File: src/rtl/cnbq_pkg.sv
// Shared types and constants of the two-channel cascaded notch filter core.
// Holds section/channel counts, datapath widths and the history row layout.
// No dependencies.
package cnbq_pkg;

    // Filter shape
    localparam int NUM_SECTIONS = 4;
    localparam int NUM_CHANNELS = 2;
    localparam int NUM_REGS     = 8;          // two coefficient words per section slot
    localparam int COEF_SLOTS   = NUM_REGS / 2;

    // Widths
    localparam int SAMPLE_W  = 16;
    localparam int DATA_W    = 24;            // Q20.4
    localparam int COEF_W    = 32;            // Q2.30
    localparam int WORD_W    = 64;
    localparam int PROD_W    = COEF_W + DATA_W;
    localparam int ACC_W     = PROD_W + 3;    // five products summed exactly
    localparam int FRAC_W    = 30;
    localparam int ROUND_W   = ACC_W - FRAC_W;
    localparam int CFG_IDX_W = 4;
    localparam int SLOT_W    = $clog2(COEF_SLOTS);
    localparam int SEC_W     = (NUM_SECTIONS > 1) ? $clog2(NUM_SECTIONS) : 1;
    localparam int CH_W      = 1;
    localparam int DEPTH     = NUM_CHANNELS * NUM_SECTIONS;
    localparam int ADDR_W    = (DEPTH > 1) ? $clog2(DEPTH) : 1;

    localparam int S_TDATA_W = 2 * SAMPLE_W;
    localparam int M_TDATA_W = 2 * DATA_W;

    // Saturation bounds
    localparam logic signed [DATA_W-1:0] SAT_MAX = {1'b0, {(DATA_W-1){1'b1}}};
    localparam logic signed [DATA_W-1:0] SAT_MIN = {1'b1, {(DATA_W-1){1'b0}}};

    // One history row per (channel, section)
    typedef struct packed {
        logic signed [DATA_W-1:0] y2;
        logic signed [DATA_W-1:0] y1;
        logic signed [DATA_W-1:0] x2;
        logic signed [DATA_W-1:0] x1;
    } t_hist;

endpackage

File: src/rtl/cascaded_notch_biquad_two_channel_core.sv
// Top level of the two-channel cascaded notch filter core.
// Depends on cnbq_pkg (widths, history row type).
//
// Usage:
//  - Input stream (s_tvalid/s_tready/s_tdata) carries one ADC code per channel.
//    Each channel runs through NUM_SECTIONS second-order notch sections.
//  - Output stream (m_tvalid/m_tready/m_tdata) gives both filtered samples,
//    signed Q20.4, saturated, one result per input transfer.
//  - Config write channel (i_cfg_valid/o_cfg_ready, i_cfg_index, i_cfg_data)
//    loads the coefficient words; index 2*s is section s+1 {K, a1}, index 2*s+1
//    is {b1, b2}. Indexes beyond the list are ignored. Write only when idle.
//  - One shared 32x24 multiplier does all work. Each section runs in steps:
//    one history read, five products plus one accumulate drain, one round and
//    write-back. An item passes through all NUM_CHANNELS * NUM_SECTIONS
//    sections in turn; a new item is taken only after the result of the last
//    has moved to the output register.
//  - History for every (channel, section) lives in one synchronous memory of
//    NUM_CHANNELS*NUM_SECTIONS rows; per-row valid bits make rows read as zero
//    after reset, so no clearing pass is needed.
//  - Reset (i_rst_n low, synchronous) clears coefficients, history valid bits
//    and all control state.
//  - A stalled receiver holds the result in the output register; the next item
//    is still accepted and computed, then waits until the output frees up.
module cascaded_notch_biquad_two_channel_core (
    input  logic                                i_clk,
    input  logic                                i_rst_n,
    // Input stream
    input  logic                                s_tvalid,
    output logic                                s_tready,
    input  logic [cnbq_pkg::S_TDATA_W-1:0]      s_tdata,   // [15:0] sample_a, [31:16] sample_b
    // Output stream
    output logic                                m_tvalid,
    input  logic                                m_tready,
    output logic [cnbq_pkg::M_TDATA_W-1:0]      m_tdata,   // [23:0] filtered_a, [47:24] filtered_b
    // Configuration write channel
    input  logic                                i_cfg_valid,
    output logic                                o_cfg_ready,
    input  logic [cnbq_pkg::CFG_IDX_W-1:0]      i_cfg_index,
    input  logic [cnbq_pkg::WORD_W-1:0]         i_cfg_data
);
    import cnbq_pkg::*;

    // Sequencer states
    localparam logic [2:0] S_IDLE = 3'd0;
    localparam logic [2:0] S_READ = 3'd1;
    localparam logic [2:0] S_MAC  = 3'd2;
    localparam logic [2:0] S_FIN  = 3'd3;
    localparam logic [2:0] S_DONE = 3'd4;

    // MAC steps: each names the product issued in that step
    localparam logic [2:0] STEP_K_X   = 3'd0;
    localparam logic [2:0] STEP_A1_X1 = 3'd1;
    localparam logic [2:0] STEP_K_X2  = 3'd2;
    localparam logic [2:0] STEP_B1_Y1 = 3'd3;
    localparam logic [2:0] STEP_B2_Y2 = 3'd4;
    localparam logic [2:0] STEP_DRAIN = 3'd5;

    logic [2:0]               r_state, n_state;
    logic [2:0]               r_step;
    logic [CH_W-1:0]          r_ch;
    logic [SEC_W-1:0]         r_sec;
    logic signed [DATA_W-1:0] r_x;
    logic [SAMPLE_W-1:0]      r_samp_b;
    logic signed [DATA_W-1:0] r_res_a, r_res_b;
    logic                     r_out_vld;
    logic [M_TDATA_W-1:0]     r_out_data;

    logic [WORD_W-1:0]        r_zero [COEF_SLOTS];
    logic [WORD_W-1:0]        r_pole [COEF_SLOTS];

    t_hist                    mem [DEPTH];
    logic [DEPTH-1:0]         r_vld;
    t_hist                    r_rd_data;
    logic                     r_rd_vld;
    t_hist                    w_hist;

    logic signed [PROD_W-1:0] r_prod;
    logic                     r_sub;
    logic                     r_prod_vld;
    logic signed [ACC_W-1:0]  r_acc;

    logic [ADDR_W-1:0]        w_addr;
    logic [SLOT_W-1:0]        w_slot;
    logic signed [COEF_W-1:0] w_coef;
    logic signed [DATA_W-1:0] w_opnd;
    logic signed [PROD_W-1:0] w_prod;
    logic signed [ACC_W-1:0]  w_prod_ext;
    logic signed [ACC_W-1:0]  w_rsum;
    logic signed [ROUND_W-1:0] w_rnd;
    logic signed [DATA_W-1:0] w_y;
    logic                     w_sec_last, w_ch_last, w_out_free, w_in_xfer;

    assign w_in_xfer  = s_tvalid && s_tready;
    assign w_out_free = !r_out_vld || m_tready;
    assign w_sec_last = (r_sec == SEC_W'(NUM_SECTIONS - 1));
    assign w_ch_last  = (r_ch == CH_W'(NUM_CHANNELS - 1));
    assign w_addr     = ADDR_W'(r_ch) * ADDR_W'(NUM_SECTIONS) + ADDR_W'(r_sec);
    assign w_slot     = SLOT_W'(r_sec);
    assign w_hist     = r_rd_vld ? r_rd_data : '0;

    // Port handshakes
    assign s_tready    = (r_state == S_IDLE);
    assign m_tvalid    = r_out_vld;
    assign m_tdata     = r_out_data;
    assign o_cfg_ready = 1'b1;

    // Coefficient registers
    always_ff @(posedge i_clk) begin
        if (!i_rst_n) begin
            for (int i = 0; i < COEF_SLOTS; i++) begin
                r_zero[i] <= '0;
                r_pole[i] <= '0;
            end
        end else if (i_cfg_valid && (i_cfg_index < CFG_IDX_W'(NUM_REGS))) begin
            if (i_cfg_index[0]) begin
                r_pole[i_cfg_index[SLOT_W:1]] <= i_cfg_data;
            end else begin
                r_zero[i_cfg_index[SLOT_W:1]] <= i_cfg_data;
            end
        end
    end

    // Pick the operand pair for the current MAC step
    always_comb begin
        unique case (r_step)
            STEP_K_X:   begin w_coef = r_zero[w_slot][63:32]; w_opnd = r_x;       end
            STEP_A1_X1: begin w_coef = r_zero[w_slot][31:0];  w_opnd = w_hist.x1; end
            STEP_K_X2:  begin w_coef = r_zero[w_slot][63:32]; w_opnd = w_hist.x2; end
            STEP_B1_Y1: begin w_coef = r_pole[w_slot][63:32]; w_opnd = w_hist.y1; end
            STEP_B2_Y2: begin w_coef = r_pole[w_slot][31:0];  w_opnd = w_hist.y2; end
            default:    begin w_coef = '0;                    w_opnd = '0;        end
        endcase
    end

    assign w_prod     = w_coef * w_opnd;
    assign w_prod_ext = ACC_W'(r_prod);

    // Round half up to Q20.4, then saturate
    assign w_rsum = r_acc + (ACC_W'(1) <<< (FRAC_W - 1));
    assign w_rnd  = w_rsum[ACC_W-1:FRAC_W];
    always_comb begin
        priority if (w_rnd > ROUND_W'(SAT_MAX)) begin
            w_y = SAT_MAX;
        end else if (w_rnd < ROUND_W'(SAT_MIN)) begin
            w_y = SAT_MIN;
        end else begin
            w_y = w_rnd[DATA_W-1:0];
        end
    end

    // History memory: registered read in READ, write-back in FIN
    always_ff @(posedge i_clk) begin
        if (r_state == S_READ) begin
            r_rd_data <= mem[w_addr];
        end
        if (r_state == S_FIN) begin
            mem[w_addr] <= '{y2: w_hist.y1, y1: w_y, x2: w_hist.x1, x1: r_x};
        end
    end

    // Row valid bits: unwritten rows read as zero history
    always_ff @(posedge i_clk) begin
        if (!i_rst_n) begin
            r_vld    <= '0;
            r_rd_vld <= 1'b0;
        end else begin
            if (r_state == S_READ) begin
                r_rd_vld <= r_vld[w_addr];
            end
            if (r_state == S_FIN) begin
                r_vld[w_addr] <= 1'b1;
            end
        end
    end

    // Multiplier and accumulator
    always_ff @(posedge i_clk) begin
        if (r_state == S_MAC) begin
            r_prod <= w_prod;
            r_sub  <= (r_step == STEP_A1_X1) || (r_step == STEP_B2_Y2);
        end
    end

    always_ff @(posedge i_clk) begin
        if (!i_rst_n) begin
            r_prod_vld <= 1'b0;
            r_acc      <= '0;
        end else begin
            r_prod_vld <= (r_state == S_MAC) && (r_step != STEP_DRAIN);
            if (r_state == S_READ) begin
                r_acc <= '0;
            end else if (r_prod_vld) begin
                r_acc <= r_sub ? (r_acc - w_prod_ext) : (r_acc + w_prod_ext);
            end
        end
    end

    // Next-state logic
    always_comb begin
        n_state = r_state;
        unique case (r_state)
            S_IDLE: if (w_in_xfer) n_state = S_READ;
            S_READ: n_state = S_MAC;
            S_MAC:  if (r_step == STEP_DRAIN) n_state = S_FIN;
            S_FIN: begin
                if (w_sec_last && w_ch_last) n_state = S_DONE;
                else                         n_state = S_READ;
            end
            S_DONE: if (w_out_free) n_state = S_IDLE;
            default: n_state = S_IDLE;
        endcase
    end

    // Sequencer: channel, section and step counters
    always_ff @(posedge i_clk) begin
        if (!i_rst_n) begin
            r_state <= S_IDLE;
            r_step  <= STEP_K_X;
            r_ch    <= '0;
            r_sec   <= '0;
        end else begin
            r_state <= n_state;
            unique case (r_state)
                S_IDLE: begin
                    r_ch  <= '0;
                    r_sec <= '0;
                end
                S_READ: r_step <= STEP_K_X;
                S_MAC:  r_step <= r_step + 3'd1;
                S_FIN: begin
                    if (w_sec_last) begin
                        r_sec <= '0;
                        if (!w_ch_last) r_ch <= r_ch + CH_W'(1);
                    end else begin
                        r_sec <= r_sec + SEC_W'(1);
                    end
                end
                S_DONE: ;
                default: ;
            endcase
        end
    end

    // Section input and per-channel results
    always_ff @(posedge i_clk) begin
        if (w_in_xfer) begin
            r_x      <= {4'b0, s_tdata[SAMPLE_W-1:0], 4'b0};
            r_samp_b <= s_tdata[2*SAMPLE_W-1:SAMPLE_W];
            r_res_a  <= '0;
            r_res_b  <= '0;
        end else if (r_state == S_FIN) begin
            if (w_sec_last) begin
                r_x <= {4'b0, r_samp_b, 4'b0};
                if (r_ch == '0) r_res_a <= w_y;
                else            r_res_b <= w_y;
            end else begin
                r_x <= w_y;
            end
        end
    end

    // Output register: hold until taken
    always_ff @(posedge i_clk) begin
        if (!i_rst_n) begin
            r_out_vld <= 1'b0;
        end else if ((r_state == S_DONE) && w_out_free) begin
            r_out_vld <= 1'b1;
        end else if (m_tready) begin
            r_out_vld <= 1'b0;
        end
    end

    always_ff @(posedge i_clk) begin
        if ((r_state == S_DONE) && w_out_free) begin
            r_out_data <= {r_res_b, r_res_a};
        end
    end

    // Checks
    a_accept_starts: assert property (@(posedge i_clk) disable iff (!i_rst_n)
        w_in_xfer |=> (r_state == S_READ) && (r_ch == '0) && (r_sec == '0))
        else $error("item did not start at channel 0, section 0");

    a_drain_to_fin: assert property (@(posedge i_clk) disable iff (!i_rst_n)
        (r_state == S_MAC) && (r_step == STEP_DRAIN) |=> (r_state == S_FIN))
        else $error("MAC drain did not lead to write-back");

    a_fin_after_mac: assert property (@(posedge i_clk) disable iff (!i_rst_n)
        (r_state == S_FIN) |-> ($past(r_state) == S_MAC))
        else $error("write-back without a finished accumulation");

    a_done_loads_out: assert property (@(posedge i_clk) disable iff (!i_rst_n)
        (r_state == S_DONE) && w_out_free |=> r_out_vld && (r_state == S_IDLE))
        else $error("finished item not moved to output register");

endmodule

File: config.mk
export PLATFORM = sky130hd
export DESIGN_NAME = cascaded_notch_biquad_two_channel_core
export DESIGN_NICKNAME = d
export VERILOG_FILES = /design/src/rtl/cnbq_pkg.sv /design/src/rtl/cascaded_notch_biquad_two_channel_core.sv
export SDC_FILE = /design/constraint.sdc
export NUM_CORES = 2
export LEC_CHECK = 0
export BUFFER_PORTS_ARGS = -buffer_cell sky130_fd_sc_hd__buf_2
export CAP_MARGIN = 0
export CORE_ASPECT_RATIO = 0.9
export CORE_MARGIN = 10
export CORE_UTILIZATION = 69
export DETAILED_ROUTE_END_ITERATION = 7
export GPL_ROUTABILITY_DRIVEN = 0
export HOLD_SLACK_MARGIN = 0.03
export PLACE_DENSITY = 0.95
export SLEW_MARGIN = 20
export SYNTH_ARGS = -nofsm -noshare
export SYNTH_HDL_FRONTEND = slang
export SYNTH_SLANG_ARGS = --single-unit
File: constraint.sdc
create_clock -name i_clk -period 27.2 [get_ports i_clk]
set_input_delay 5.44 -clock i_clk [delete_from_list [all_inputs] [get_ports i_clk]]
set_output_delay 5.44 -clock i_clk [all_outputs]
set_load 0.05 [all_outputs]
==> reports/results.tsv, run 1 <==
metric	value	unit
status	stopped before the end	
stop_stage	global routing	
first-error	[ERROR GRT-0232] Routing congestion too high. Check the congestion heatmap in the GUI.	
die_w	410	um
synth_cell_types	100	
ys_seq_elements	1650	
syn_inst	7535	
track_usage	0.561	
yosys_warnings	0	
post_cts_resized	0	
numClockSinks	1650	
dp_hpwl	178000	um
cts_max_level	4	
rows	128	
grt_max_degree	67	
io_buffers	154	
numCtsBuffers	154	
postCtsSetupBuffers	0	
netlist_area	0.0947	mm2
clock-root-buffer	clkbuf_16	
fp.dieH	371	um
postSynthNetCount	8641	
ioPinCount	156	
yosysSeqAreaShare	0.509	
dp.cells	9204	
clock_path_buffers	3	
globalRouteOverflowTotal	14	
ys_async_sr_fraction	0	
synth_flop_cell	edfxtp_1	
start_util	0.697	
postPlaceCellArea	0.0973	mm2
synth_edf_count	1513	
antenna_found_initial	77	
cts_hold_buffers	0	
syn-mean-instance-area	12.6	um2
[synth_stat cells, types with 16 or more instances]
| library cell | count | area share |
|---|---|---|
| mux2i_1 | 37 | 0.0039 |
| inv_1 | 907 | 0.036 |
| a22o_1 | 49 | 0.0045 |
| nand2_1 | 661 | 0.026 |
| a21o_1 | 73 | 0.0058 |
| a22oi_1 | 440 | 0.035 |
| edfxtp_1 | 1513 | 0.48 |
| xnor2_1 | 140 | 0.013 |
| xor2_1 | 51 | 0.0047 |
| a221o_1 | 27 | 0.0029 |
| a21oi_1 | 179 | 0.0095 |
| buf_1 | 31 | 0.0012 |
| o21bai_1 | 18 | 0.0014 |
| nand4_1 | 117 | 0.0077 |
| mux4_2 | 126 | 0.030 |
| a32oi_1 | 16 | 0.0015 |
| and2_1 | 578 | 0.038 |
| a211oi_1 | 17 | 0.0013 |
| dfxtp_1 | 137 | 0.029 |
| and3_1 | 77 | 0.0051 |
| nor3_1 | 44 | 0.0023 |
| nor2b_1 | 22 | 0.0015 |
| nand3_1 | 40 | 0.0021 |
| ha_1 | 217 | 0.029 |
| clkbuf_1 | 373 | 0.015 |
| nor2_1 | 467 | 0.019 |
| nand2b_1 | 23 | 0.0015 |
| o21a_1 | 18 | 0.0014 |
| fa_1 | 784 | 0.17 |
| o21ai_0 | 127 | 0.0067 |
| a31oi_1 | 25 | 0.0017 |
[metal layers]
metal | overflow | track usage
met1 | 0 | 0.540
met2 | 3 | 0.687
met3 | 8 | 0.499
met4 | 3 | 0.487
met5 | 0 | 0.359
[cell families after synthesis]
family / synth area share
buf+inv: 0.0531
xor+xnor: 0.0177
other cells: 0.0000396
mux: 0.0344
flops: 0.509
fa+ha+maj: 0.194
simple gates: 0.109
compound gates: 0.0821
[stage by stage]
| stage | setup WS (ns) | hold slack, ns |
|---|---|---|
| floorplan | 16.19 | 0.403 |
| global placement | 16.37 | 0.408 |
| detailed placement | 16.04 | 0.412 |
| CTS | 15.46 | 0.426 |
==> run 2: changes to the inputs <==
--- a/config.mk
+++ b/config.mk
@@ -7,13 +7,11 @@
 export LEC_CHECK = 0
 export BUFFER_PORTS_ARGS = -buffer_cell sky130_fd_sc_hd__buf_2
 export CAP_MARGIN = 0
-export CORE_ASPECT_RATIO = 0.9
 export CORE_MARGIN = 10
-export CORE_UTILIZATION = 69
+export CORE_UTILIZATION = 40
 export DETAILED_ROUTE_END_ITERATION = 7
 export GPL_ROUTABILITY_DRIVEN = 0
-export HOLD_SLACK_MARGIN = 0.03
-export PLACE_DENSITY = 0.95
+export PLACE_DENSITY_LB_ADDON = 0.15
 export SLEW_MARGIN = 20
 export SYNTH_ARGS = -nofsm -noshare
 export SYNTH_HDL_FRONTEND = slang
==> reports/results.tsv, run 2 <==
metric	value	unit	change
max_freq	90.8	MHz	
yosysTopAreaCell	edfxtp_1		unchanged
final_common_cell	edfxtp_1		
cts_hold_buffers	0		unchanged
slew_violations	0		
synth_commonest_cells	1513 x edfxtp_1, 907 x inv_1, 784 x fa_1, 661 x nand2_1, 578 x and2_1		unchanged
synth_top_family_by_area	adder cells		unchanged
ioPinCount	156		unchanged
antenna_found_initial	38		
synth_flop_cell	edfxtp_1		unchanged
synth_xor_area_frac	0.0177		unchanged
synthToLayoutAreaGrowth	11.4	%	
yosysSeqAreaShare	0.509		unchanged
finalCritPeriodShare	0.405		
hp-class	register to register		
dp_hpwl	181000	um	was 178000 um
ant_nets	0		
rows	178		was 128
post_cts_resized	0		unchanged
setup_viol	0		
min_period	11.01	ns	
path_buf_inv	7		
drive_above_1_share	0.106		
final_cell_mix	1513 x edfxtp_1, 905 x inv_1, 784 x fa_1		
synth_cell_types	100		unchanged
ys_seq_elements	1650		unchanged
cts_tree	done		
finalClockSkew	0.0959	ns	
grt_max_degree	97		
seqCellArea	0.0482	mm2	
synthTopCellsByArea	edfxtp_1 48%, fa_1 17%, and2_1 3.8%		unchanged
cp-end-kind	register		
drt-pass1-iter-count	5		
netlist_area	0.0947	mm2	unchanged
syn-mean-instance-area	12.6	um2	unchanged
synth_fa_ha_area_frac	0.194		unchanged
start_kind	register		
postCtsSetupBuffers	0		unchanged
grt_pass1_vias	62800		
clock-root-buffer	clkbuf_16		unchanged
status	complete, no violations		was stopped before the end
regMostFlops	mem		
maxUsedRoutingLayer	met5		
tightest_slew	1.17	ns	
cp.arrival	11.59	ns	
routed-wl-met2	131000	um	
netlist.area_leader.share	0.480		unchanged
clock_path_buffers	3		unchanged
critical_path.most_common_cell	fa_1		
synth_compound_area_frac	0.0821		unchanged
wl_met3	21100	um	
hold_viol	0		
io_buffers	154		unchanged
synthSimpleGateAreaFrac	0.109		unchanged
numClockSinks	1650		unchanged
largestRegisters	mem x768, r_pole x256, r_zero x256		
synth_edf_count	1513		unchanged
crit_type	register to register		
drt_iter0_drc	5120		
syn_inst	7535		unchanged
clk_pin_slew	0.06	ns	
wl_met1	122000	um	
final.setup.tns	0	ns	
wl_per_cell	25.8	um	
postSynthNetCount	8641		unchanged
dieArea	0.257	mm2	
grt_setup_unrepaired	false		
cts_max_level	4		unchanged
grt_pass1_wl	419000	um	
fp.dieH	506	um	was 371 um
drc	0		
nFillCells	21400		
numCtsBuffers	178		was 154
die_w	506	um	was 410 um
worstPathMaxFanout	50		
vias	60000		
insertion_delay	0.89	ns	
fin_nets	8702		
vias_per_cell	5.50		
max_stage_delay	0.76	ns	
multi_input_area	0.0419	mm2	
crit_path_top_delay_cell	dfxtp_4		
required	27.78	ns	
routed_wl	281000	um	
yosys_warnings	0		unchanged
muxShareOfSynthArea	0.0344		unchanged
drv_cap	0		
start_util	0.402		was 0.697
track_usage	0.216		
ys_async_sr_fraction	0		unchanged
yosysMostFrequentCell	edfxtp_1		unchanged
core_area	0.235	mm2	
largest_reg_flops	768		
globalRouteOverflowTotal	0		
cp_top_family	adder cells		
slew_headroom	0.217		
[run 2: path summary, 6_finish.rpt]
path	startpoint	end	slack (ns)	cells after the start
worst max-delay path	register	r_prod[51]	16.19	30
worst min-delay path	r_res_a[11]	m_tdata[11]	0.39	0
worst max register to register	register	r_prod[51]	16.19	30
worst min register to register	r_res_a[11]	m_tdata[11]	0.39	0
[run 2: logic make-up (layout without fill, tap and decap cells)]
kind of cell             Yosys count  after routing
buffers and inverters           1331           1543
multiplexers                     167            167
AND/OR/NAND/NOR                 2101           2101
AO/OA/AOI/OAI                   1093           1093
flip-flops                      1650           1650
other                              1              7
XOR/XNOR                         191            191
adder cells (fa/ha/maj)         1001           1001
[run 2: routing by layer]
metal | GRT usage | vias to the layer above
met1 | 0.300 | 31200
met5 | 0 | -
li1 | - | 26200
met2 | 0.347 | 2119
met4 | 0.0528 | 30
met3 | 0.0447 | 424
[run 2: stage by stage]
stage / hold slack, ns / std cells / setup WS (ns) / util / instance area [um2]
3_3_place_gp: 0.409 / 10600 / 16.26 / 0.422 / 99300
6_report: 0.393 / 10900 / 16.19 / 0.448 / 105000
4_1_cts: 0.382 / 10900 / 16.04 / 0.448 / 105000
5_1_grt: 0.402 / 10900 / 15.57 / 0.448 / 105000
2_1_floorplan: 0.403 / 7535 / 16.19 / - / 94700
3_5_place_dp: 0.410 / 10600 / 16.10 / 0.423 / 99500
[run 2: final cells by class]
cell class | count | area share
clock inverter | 100 | 0.0116
antenna | 6 | 0.000142
sequential | 1650 | 0.457
timing repair buffer | 304 | 0.0196
clock buffer | 231 | 0.0447
tap | 3150 | 0.0374
multi-input combinational | 4554 | 0.397
inverter | 908 | 0.0323
Power of run 2 is left out: the tool's default activity adds up to more than one toggle a clock period on the data nets, which glitch-free logic cannot reach.
